File: config.mk
export PLATFORM = sky130hd
export DESIGN_NAME = fifo_with_running_minimum_unit
export DESIGN_NICKNAME = d
export VERILOG_FILES = /design/src/rtl/fwrm_pkg.sv /design/src/rtl/fwrm_ram.sv /design/src/rtl/fwrm_core.sv /design/src/rtl/fifo_with_running_minimum_unit.sv
export SDC_FILE = /design/constraint.sdc
export NUM_CORES = 1
export LEC_CHECK = 0
export ABC_AREA = 1
export BUFFER_PORTS_ARGS = -buffer_cell sky130_fd_sc_hd__buf_2
export CORE_AREA = 2 2 343 345
export DETAILED_ROUTE_END_ITERATION = 8
export DIE_AREA = 0 0 345 347
export GPL_ROUTABILITY_DRIVEN = 0
export HOLD_SLACK_MARGIN = 0.1
export PLACE_DENSITY = 0.48
export SLEW_MARGIN = 10
export SYNTH_ARGS = -nofsm -noshare
export SYNTH_HDL_FRONTEND = slang
export SYNTH_HIERARCHICAL = 1
export SYNTH_SLANG_ARGS = --single-unit
export TNS_END_PERCENT = 20
File: constraint.sdc
create_clock -name clk -period 6.25 [get_ports clk]
set_input_delay 0.9375 -clock clk [delete_from_list [all_inputs] [get_ports clk]]
set_output_delay 0.9375 -clock clk [all_outputs]
set_load 0.005 [all_outputs]
File: src/rtl/fwrm_pkg.sv
// Package for the FIFO with running minimum: sizes, codes, state type,
// memory request structs and the wrap-around and compare helpers.
// No dependencies; fwrm_core and the top level import it.
package fwrm_pkg;

  // Queue geometry.
  localparam int CAPACITY   = 16;
  localparam int DATA_WIDTH = 32;
  localparam int PTR_W      = $clog2(CAPACITY);
  localparam int CNT_W      = $clog2(CAPACITY + 1);
  localparam int SUM_W      = PTR_W + 1;

  // Field widths on the ports.
  localparam int VAL_W      = 32;
  localparam int LEN_W      = 5;
  localparam int ERR_W      = 2;
  localparam int IN_TDATA_W = 32;
  localparam int OUT_DATA_BITS = 2 * VAL_W + LEN_W + 1;
  localparam int OUT_TDATA_W   = ((OUT_DATA_BITS + 7) / 8) * 8;

  // Bit positions in the result tdata.
  localparam int POP_LSB   = 0;
  localparam int MIN_LSB   = VAL_W;
  localparam int LEN_LSB   = 2 * VAL_W;
  localparam int EMPTY_BIT = 2 * VAL_W + LEN_W;

  typedef logic [PTR_W-1:0]      ptr_t;
  typedef logic [CNT_W-1:0]      cnt_t;
  typedef logic [DATA_WIDTH-1:0] data_t;

  // Operation codes.
  localparam logic OP_PUSH = 1'b0;
  localparam logic OP_POP  = 1'b1;

  // Error codes.
  localparam logic [ERR_W-1:0] ERR_NONE  = 2'd0;
  localparam logic [ERR_W-1:0] ERR_EMPTY = 2'd1;
  localparam logic [ERR_W-1:0] ERR_FULL  = 2'd2;

  // Sequencer states.
  typedef enum logic [3:0] {
    ST_IDLE,
    ST_PUSH_CAND,
    ST_PUSH_ELEM,
    ST_PUSH_CMP,
    ST_PUSH_WRITE,
    ST_POP_READ,
    ST_POP_CHECK,
    ST_MIN_CAND,
    ST_MIN_ELEM,
    ST_MIN_LOAD,
    ST_FINISH
  } state_t;

  // Request to the element memory.
  typedef struct packed {
    logic  we;
    ptr_t  waddr;
    data_t wdata;
    ptr_t  raddr;
  } elem_req_t;

  // Request to the candidate memory.
  typedef struct packed {
    logic we;
    ptr_t waddr;
    ptr_t wdata;
    ptr_t raddr;
  } cand_req_t;

  // Ring index addition; b is always below CAPACITY.
  function automatic ptr_t wrap_add(ptr_t a, ptr_t b);
    logic [SUM_W-1:0] s;
    s = {1'b0, a} + {1'b0, b};
    if (s >= SUM_W'(CAPACITY)) begin
      s = s - SUM_W'(CAPACITY);
    end
    return s[PTR_W-1:0];
  endfunction

  // Strict less-than, unsigned or two's complement.
  function automatic logic less_than(data_t a, data_t b, logic sgn);
    data_t flip;
    flip = '0;
    flip[DATA_WIDTH-1] = sgn;
    return (a ^ flip) < (b ^ flip);
  endfunction

endpackage

File: src/rtl/fwrm_ram.sv
// Generic single-write, single-read memory with a registered read port.
// No dependencies.
module fwrm_ram #(
  parameter int WIDTH = 8,
  parameter int DEPTH = 16
) (
  input  logic                     clk,
  input  logic                     we,
  input  logic [$clog2(DEPTH)-1:0] waddr,
  input  logic [WIDTH-1:0]         wdata,
  input  logic [$clog2(DEPTH)-1:0] raddr,
  output logic [WIDTH-1:0]         rdata
);

  logic [WIDTH-1:0] mem_r [DEPTH];
  logic [WIDTH-1:0] rdata_r;

  // Write port and registered read port.
  always_ff @(posedge clk) begin
    if (we) begin
      mem_r[waddr] <= wdata;
    end
    rdata_r <= mem_r[raddr];
  end

  assign rdata = rdata_r;

endmodule

File: src/rtl/fwrm_core.sv
// Sequencer and datapath of the FIFO with running minimum: ring pointers,
// the shared compare step, the memory requests and the result register.
// Depends on fwrm_pkg; drives the two fwrm_ram instances of the top level.
module fwrm_core
  import fwrm_pkg::*;
(
  input  logic                   clk,
  input  logic                   rst_n,
  input  logic                   signed_cmp,
  input  logic                   in_tvalid,
  output logic                   in_tready,
  input  logic [IN_TDATA_W-1:0]  in_tdata,
  input  logic                   in_tuser,
  output logic                   out_tvalid,
  input  logic                   out_tready,
  output logic [OUT_TDATA_W-1:0] out_tdata,
  output logic [ERR_W-1:0]       out_tuser,
  output elem_req_t              elem_req,
  input  data_t                  elem_rdata,
  output cand_req_t              cand_req,
  input  ptr_t                   cand_rdata
);

  state_t state_r, state_nxt;
  data_t  val_r, val_nxt;
  ptr_t   head_r, head_nxt;
  cnt_t   cnt_r, cnt_nxt;
  ptr_t   chead_r, chead_nxt;
  cnt_t   ccnt_r, ccnt_nxt;
  data_t  min_r, min_nxt;
  data_t  popped_r, popped_nxt;
  logic [ERR_W-1:0] err_r, err_nxt;
  logic   out_valid_r, out_valid_nxt;
  logic [OUT_TDATA_W-1:0] out_data_r, out_data_nxt;
  logic [ERR_W-1:0] out_user_r, out_user_nxt;
  ptr_t   slot;
  logic   drop;

  assign slot      = wrap_add(head_r, PTR_W'(cnt_r));
  assign drop      = (ccnt_r != '0) && (cand_rdata == head_r);
  assign in_tready = (state_r == ST_IDLE);

  // Control registers.
  always_ff @(posedge clk) begin
    if (!rst_n) begin
      state_r     <= ST_IDLE;
      head_r      <= '0;
      cnt_r       <= '0;
      chead_r     <= '0;
      ccnt_r      <= '0;
      min_r       <= '0;
      out_valid_r <= 1'b0;
    end else begin
      state_r     <= state_nxt;
      head_r      <= head_nxt;
      cnt_r       <= cnt_nxt;
      chead_r     <= chead_nxt;
      ccnt_r      <= ccnt_nxt;
      min_r       <= min_nxt;
      out_valid_r <= out_valid_nxt;
    end
  end

  // Payload registers.
  always_ff @(posedge clk) begin
    val_r      <= val_nxt;
    popped_r   <= popped_nxt;
    err_r      <= err_nxt;
    out_data_r <= out_data_nxt;
    out_user_r <= out_user_nxt;
  end

  // Next state, pointer updates and memory requests.
  always_comb begin
    state_nxt     = state_r;
    val_nxt       = val_r;
    head_nxt      = head_r;
    cnt_nxt       = cnt_r;
    chead_nxt     = chead_r;
    ccnt_nxt      = ccnt_r;
    min_nxt       = min_r;
    popped_nxt    = popped_r;
    err_nxt       = err_r;
    out_valid_nxt = out_valid_r && !out_tready;
    out_data_nxt  = out_data_r;
    out_user_nxt  = out_user_r;
    elem_req      = '0;
    cand_req      = '0;

    case (state_r)
      ST_IDLE: begin
        if (in_tvalid) begin
          val_nxt    = DATA_WIDTH'(in_tdata[VAL_W-1:0]);
          popped_nxt = '0;
          err_nxt    = ERR_NONE;
          if (in_tuser == OP_PUSH) begin
            if (cnt_r == CNT_W'(CAPACITY)) begin
              err_nxt   = ERR_FULL;
              state_nxt = ST_FINISH;
            end else begin
              state_nxt = ST_PUSH_CAND;
            end
          end else begin
            if (cnt_r == '0) begin
              err_nxt   = ERR_EMPTY;
              state_nxt = ST_FINISH;
            end else begin
              state_nxt = ST_POP_READ;
            end
          end
        end
      end

      // Fetch the slot of the back candidate.
      ST_PUSH_CAND: begin
        if (ccnt_r == '0) begin
          state_nxt = ST_PUSH_WRITE;
        end else begin
          cand_req.raddr = wrap_add(chead_r, PTR_W'(ccnt_r - CNT_W'(1)));
          state_nxt      = ST_PUSH_ELEM;
        end
      end

      // Fetch the value held in that slot.
      ST_PUSH_ELEM: begin
        elem_req.raddr = cand_rdata;
        state_nxt      = ST_PUSH_CMP;
      end

      // Drop the back candidate while it is strictly greater.
      ST_PUSH_CMP: begin
        if (less_than(val_r, elem_rdata, signed_cmp)) begin
          ccnt_nxt  = ccnt_r - CNT_W'(1);
          state_nxt = ST_PUSH_CAND;
        end else begin
          state_nxt = ST_PUSH_WRITE;
        end
      end

      // Append the new slot as a candidate and store the value.
      ST_PUSH_WRITE: begin
        cand_req.we    = 1'b1;
        cand_req.waddr = wrap_add(chead_r, PTR_W'(ccnt_r));
        cand_req.wdata = slot;
        elem_req.we    = 1'b1;
        elem_req.waddr = slot;
        elem_req.wdata = val_r;
        cnt_nxt        = cnt_r + CNT_W'(1);
        ccnt_nxt       = ccnt_r + CNT_W'(1);
        if (ccnt_r == '0) begin
          min_nxt = val_r;
        end
        state_nxt = ST_FINISH;
      end

      // Read the front element and the front candidate together.
      ST_POP_READ: begin
        elem_req.raddr = head_r;
        cand_req.raddr = chead_r;
        state_nxt      = ST_POP_CHECK;
      end

      ST_POP_CHECK: begin
        popped_nxt = elem_rdata;
        head_nxt   = wrap_add(head_r, PTR_W'(1));
        cnt_nxt    = cnt_r - CNT_W'(1);
        if (drop) begin
          chead_nxt = wrap_add(chead_r, PTR_W'(1));
          ccnt_nxt  = ccnt_r - CNT_W'(1);
        end
        state_nxt = ST_FINISH;
        if (cnt_r == CNT_W'(1)) begin
          min_nxt = '0;
        end else if (drop) begin
          if (ccnt_r == CNT_W'(1)) begin
            min_nxt = '0;
          end else begin
            state_nxt = ST_MIN_CAND;
          end
        end
      end

      // Reload the minimum from the new front candidate.
      ST_MIN_CAND: begin
        cand_req.raddr = chead_r;
        state_nxt      = ST_MIN_ELEM;
      end

      ST_MIN_ELEM: begin
        elem_req.raddr = cand_rdata;
        state_nxt      = ST_MIN_LOAD;
      end

      ST_MIN_LOAD: begin
        min_nxt   = elem_rdata;
        state_nxt = ST_FINISH;
      end

      // Hand the result to the output register once it is free.
      ST_FINISH: begin
        if (!out_valid_r || out_tready) begin
          out_valid_nxt = 1'b1;
          out_data_nxt  = {
            {(OUT_TDATA_W - OUT_DATA_BITS){1'b0}},
            (cnt_r == '0),
            LEN_W'(cnt_r),
            VAL_W'(min_r),
            VAL_W'(popped_r)
          };
          out_user_nxt  = err_r;
          state_nxt     = ST_IDLE;
        end
      end

      default: begin
        state_nxt = ST_IDLE;
      end
    endcase
  end

  assign out_tvalid = out_valid_r;
  assign out_tdata  = out_data_r;
  assign out_tuser  = out_user_r;

endmodule

File: src/rtl/fifo_with_running_minimum_unit.sv
// FIFO with running minimum, 16 entries of 32 bits, minimum reported per request.
// A push drops back candidates strictly greater than its value, one compare each,
// until a kept one ends the scan or the list empties, then stores the value; a pop
// reloads the minimum when the front candidate leaves; a rejected request goes
// straight to the result. One request at a time: in_tready returns with out_tvalid,
// and a held result stalls the next one.
// Reset (rst_n low, synchronous) empties the queue and clears signed_compare.
module fifo_with_running_minimum_unit
  import fwrm_pkg::*;
(
  input  logic                   clk,
  input  logic                   rst_n,
  // Configuration channel: signed_compare.
  input  logic                   cfg_valid,
  output logic                   cfg_ready,
  input  logic                   cfg_data,
  // Request channel.
  input  logic                   in_tvalid,
  output logic                   in_tready,
  input  logic [IN_TDATA_W-1:0]  in_tdata,   // value[31:0]
  input  logic                   in_tuser,   // op
  // Result channel.
  output logic                   out_tvalid,
  input  logic                   out_tready,
  output logic [OUT_TDATA_W-1:0] out_tdata,  // popped_value, min_value, length, empty_res
  output logic [ERR_W-1:0]       out_tuser   // error
);

  logic      signed_cmp_r;
  elem_req_t elem_req;
  cand_req_t cand_req;
  data_t     elem_rdata;
  ptr_t      cand_rdata;

  // Compare mode register.
  assign cfg_ready = 1'b1;
  always_ff @(posedge clk) begin
    if (!rst_n) begin
      signed_cmp_r <= 1'b0;
    end else if (cfg_valid) begin
      signed_cmp_r <= cfg_data;
    end
  end

  // Element ring storage.
  fwrm_ram #(.WIDTH(DATA_WIDTH), .DEPTH(CAPACITY)) u_elem_ram (
    .clk   (clk),
    .we    (elem_req.we),
    .waddr (elem_req.waddr),
    .wdata (elem_req.wdata),
    .raddr (elem_req.raddr),
    .rdata (elem_rdata)
  );

  // Candidate slot ring storage.
  fwrm_ram #(.WIDTH(PTR_W), .DEPTH(CAPACITY)) u_cand_ram (
    .clk   (clk),
    .we    (cand_req.we),
    .waddr (cand_req.waddr),
    .wdata (cand_req.wdata),
    .raddr (cand_req.raddr),
    .rdata (cand_rdata)
  );

  // Sequencer and datapath.
  fwrm_core u_core (
    .clk        (clk),
    .rst_n      (rst_n),
    .signed_cmp (signed_cmp_r),
    .in_tvalid  (in_tvalid),
    .in_tready  (in_tready),
    .in_tdata   (in_tdata),
    .in_tuser   (in_tuser),
    .out_tvalid (out_tvalid),
    .out_tready (out_tready),
    .out_tdata  (out_tdata),
    .out_tuser  (out_tuser),
    .elem_req   (elem_req),
    .elem_rdata (elem_rdata),
    .cand_req   (cand_req),
    .cand_rdata (cand_rdata)
  );

  // A request is worked on alone: no new request right after one is taken.
  a_one_at_a_time: assert property (@(posedge clk) disable iff (!rst_n)
    (in_tvalid && in_tready) |=> !in_tready)
    else $error("request accepted while another is in progress");

  // A push rejected for lack of room reports a full queue.
  a_full_len: assert property (@(posedge clk) disable iff (!rst_n)
    (out_tvalid && out_tuser == ERR_FULL) |->
      (out_tdata[LEN_LSB +: LEN_W] == LEN_W'(CAPACITY)))
    else $error("push rejected while the queue was not full");

  // A pop on an empty queue reports an empty queue and no value.
  a_empty_err: assert property (@(posedge clk) disable iff (!rst_n)
    (out_tvalid && out_tuser == ERR_EMPTY) |->
      (out_tdata[EMPTY_BIT] && out_tdata[LEN_LSB +: LEN_W] == '0 &&
       out_tdata[POP_LSB +: VAL_W] == '0))
    else $error("empty pop result is inconsistent");

  // The empty flag and the minimum agree with the length.
  a_empty_min: assert property (@(posedge clk) disable iff (!rst_n)
    out_tvalid |-> ((out_tdata[EMPTY_BIT] == (out_tdata[LEN_LSB +: LEN_W] == '0)) &&
      (!out_tdata[EMPTY_BIT] || out_tdata[MIN_LSB +: VAL_W] == '0)))
    else $error("empty flag or minimum disagrees with the length");

endmodule
==> results.tsv <==
stage	metric	value	unit
sta	fin_crit	3790	ps
floorplanning	io_pins	116	
floorplanning	initial_utilization	0.299	
floorplanning	fp-row-count	125	
logic_synthesis	synth_top_area_share	0.619	
cells_and_area	multi_input_area	8370	sq um
critical_path	start_kind	flop	
cts	cts_setup_buffers	0	
pwr	leakagePower	16.6	nW
logic_synthesis	synth_most_common_cell	nand2_1	
place	io_buffers	112	
critical_path	cp.required	6550	ps
routing	viasPerCell	4.47	
critical_path	cpPeakStageDelay	990	ps
critical_path	crit_path_max_fanout	22	
global_routing	grt_pass1_vias	21515	
cts	ctsHoldBuffers	0	
logic_synthesis	synth.distinct_cells	42	
logic_synthesis	synth_edf_count	714	
place	pre_cts_ws	2440	ps
cts	cts-root-buf	clkbuf_16	
cells_and_area	ff_latch_area	23300	sq um
cts	cts_tree	built	
global_routing	antenna_found_initial	1	
sta	setup_viol	0	
logic_synthesis	yosys_warnings	6	
sta	min_period_over_period	0.607	
sta	hold_viol_final	0	
run	cap_violations	0	
sta	rsz0062_at_grt	false	
cts	cts_buffer_depth	3	
critical_path	reg2regPathDepth	9	
pwr	ir_drop	0.000244	V
cts	cts_resized	0	
worst_hold_path	hold_class	reg -> reg	
logic_synthesis	async_reset_ff_frac	0	
sta	fin_ws	2460	ps
critical_path	crit_type	reg -> reg	
cts	cts_buffers	86	
critical_path	r2r_setup_slack	2460	ps
logic_synthesis	synth_common_cells	844 x nand2_1, 714 x edfxtp_1, 553 x inv_1	
cts	clkSlewWorstSetupHoldPaths	60	ps
critical_path	path_cells	nor2_1 -> inv_1 -> nor2_4 -> inv_2 -> nor2_1 -> buf_4 -> nand3b_1 -> nor2_4 -> buf_4	
sta	slew_headroom	0.169	
routing	drc	0	
logic_synthesis	ys_seq_area_frac	0.673	
routing	ant_nets	0	
critical_path	worstReg2RegStart	u_core/state_r[0]	
floorplanning	die_area	120000	sq um
sta	worst_clock_skew	32.5	ps
critical_path	crit_arrival	4100	ps
cells_and_area	post-route-util	0.344	
global_routing	grt_max_degree	149	
critical_path	cp-startpoint	u_core/state_r[0]	
floorplanning	core_region_area	116000	sq um
critical_path	endpoint	u_elem_ram/mem_r[4][31]	
cells_and_area	drive_gt1_frac	0.117	
routing	route.final.wire_length	92100	microns
logic_synthesis	synth_top_area_cell	edfxtp_1	
sta	fmaxAchievable	264	MHz
cells_and_area	area_delta_synth_final	14.9	%
floorplanning	fp.dieW	345	microns
pwr	pwr_density_cell	399	nW/um^2
cells_and_area	layout.nets	3475	
logic_synthesis	synth_top_flop_cell	edfxtp_1	
global_routing	grt_pass1_wl	139000	microns
global_routing	gr-usage-all-layers	0.152	
cells_and_area	fin_area	39800	sq um
floorplanning	die_height	347	microns
cts	clkSinkCount	806	
routing	drt_pass1_iterations	5	
place	dp_hpwl	55000	microns
logic_synthesis	synthTopCellsByArea	edfxtp_1 62%, nand2_1 9.2%, nand3_1 6.5%, inv_1 6.0%, dfxtp_1 5.3%	
cts	clk_latency	650	ps
status	outcome	complete, no violations	
cells_and_area	fillCellCount	11730	
sta	final-max-slew-violation-count	0	
global_routing	grt_overflow	0	
logic_synthesis	netlist_instances	3272	
cts	htreeDepth	3	
critical_path	worstSetupEndpointType	flop	
sta	tightest_slew	1240	ps
logic_synthesis	ys_ff_latch	806	
routing	dr_total_vias	22294	
place	placed_cell_area	36800	sq um
sta	setup_tns	0	ps
critical_path	crit_slowest_cell	nor2_4	
critical_path	timing.rr.end	u_elem_ram/mem_r[4][31]	
logic_synthesis	synth_area_per_cell	10.6	sq um
logic_synthesis	synth_area	34600	sq um
routing	wire_per_inst	18.5	microns
routing	drt_iter0_drc	1857	
worst max-delay path, delay by kind of cell, from the launching register on:
kind / cells / cell delay, ps
simple gates: 5 / 2060
flops: 1 / 370
buf+inv: 4 / 1000
power breakdown:
group | total [mW] | leakage, nW | switching, mW | internal, mW
sequential | 6.65 | 7.07 | 0.249 | 6.40
clock | 5.27 | 1.43 | 2.14 | 3.13
combinational | 3.96 | 8.07 | 2.85 | 1.11
total | 15.9 | 16.6 | 5.24 | 10.6
flip-flops by register name, indices dropped and copies added (netlist names):
signal             cells
signed_cmp_r           1
u_core/out_tvalid      1
u_elem_ram/mem_r     512
u_core/chead_r         4
u_cand_ram/mem_r      64
u_core/head_r          4
u_core/ccnt_r          5
u_core/popped_r       32
u_core/err_r           2
u_core/out_tuser       2
u_core/min_r          32
u_elem_ram/rdata      32
u_cand_ram/rdata       4
u_core/val_r          32
u_core/cnt_r           5
u_core/out_tdata      70
u_core/state_r         4
how the worst min path moves through the flow:
| stage | from | endpoint | slack, ps | depth (start not counted) |
|---|---|---|---|---|
| after floorplan | u_core/popped_r[0] | u_core/out_tdata[0] | 400 | 0 |
| after global placement | u_core/err_r[1] | u_core/out_tuser[1] | 400 | 0 |
| after detailed placement | u_core/popped_r[6] | u_core/out_tdata[6] | 400 | 0 |
| after CTS | u_core/popped_r[21] | u_core/out_tdata[21] | 410 | 0 |
| after global routing | u_core/popped_r[21] | u_core/out_tdata[21] | 420 | 0 |
| final | u_core/popped_r[21] | u_core/out_tdata[21] | 400 | 0 |
kinds of logic after synthesis:
| group | Yosys count | synth area share |
|---|---|---|
| adder cells (fa/ha/maj) | 50 | 0.0187 |
| XOR/XNOR | 16 | 0.00405 |
| other | 2 | 0.000217 |
| buffers and inverters | 718 | 0.0921 |
| AO/OA/AOI/OAI | 141 | 0.0227 |
| AND/OR/NAND/NOR | 1539 | 0.190 |
| flip-flops | 806 | 0.673 |
per-stage QoR:
| step | std cells | hold WS (ps) | total power [mW] |
|---|---|---|---|
| CTS | 4982 | 410 | 16.1 |
| finish | 4985 | 404 | 15.9 |
| detailed placement | 4821 | 405 | 10.8 |
| floorplan | 3273 | 400 | 9.54 |
| global placement | 4818 | 404 | 10.7 |
| global route | 4983 | 417 | 16.7 |
placed cells by master, fill, tap and decap left out, types with 9 or more instances in the layout:
master | netlist | layout
ha_1 | 47 | 47
xor2_1 | 11 | 11
edfxtp_1 | 714 | 714
nand3_1 | 451 | 451
inv_2 | 9 | 10
dfxtp_1 | 92 | 92
o22ai_1 | 36 | 35
clkinv_2 | 0 | 12
nand2_1 | 844 | 844
nor2_4 | 4 | 21
clkbuf_1 | 26 | 12
buf_4 | 18 | 59
bufinv_16 | 0 | 9
o21ai_0 | 23 | 17
nor2_1 | 173 | 153
buf_2 | 47 | 112
nor2_2 | 36 | 39
clkinv_1 | 1 | 14
clkbuf_8 | 0 | 10
nor3_1 | 12 | 12
inv_1 | 553 | 551
clkbuf_16 | 0 | 90
a21oi_1 | 41 | 40
o21ai_1 | 32 | 32
per-layer routing:
layer  global-route usage  share of wire  up-vias
met5                    0        0.00018        -
met4               0.0389          0.019        2
met2                0.249           0.46      578
met3               0.0211          0.055      120
met1                0.211           0.46    10712
li1                     -              -    10882
final cells by class:
cell class                 instances  share of cell area
clock inverter                    49              0.0128
tap                             1524              0.0480
clock buffer                     112              0.0612
timing repair buffer             175              0.0276
multi-input combinational       1749               0.211
inverter                         568              0.0542
sequential                       806               0.586
antenna                            2            0.000126
(Power assumes the default switching activity.)
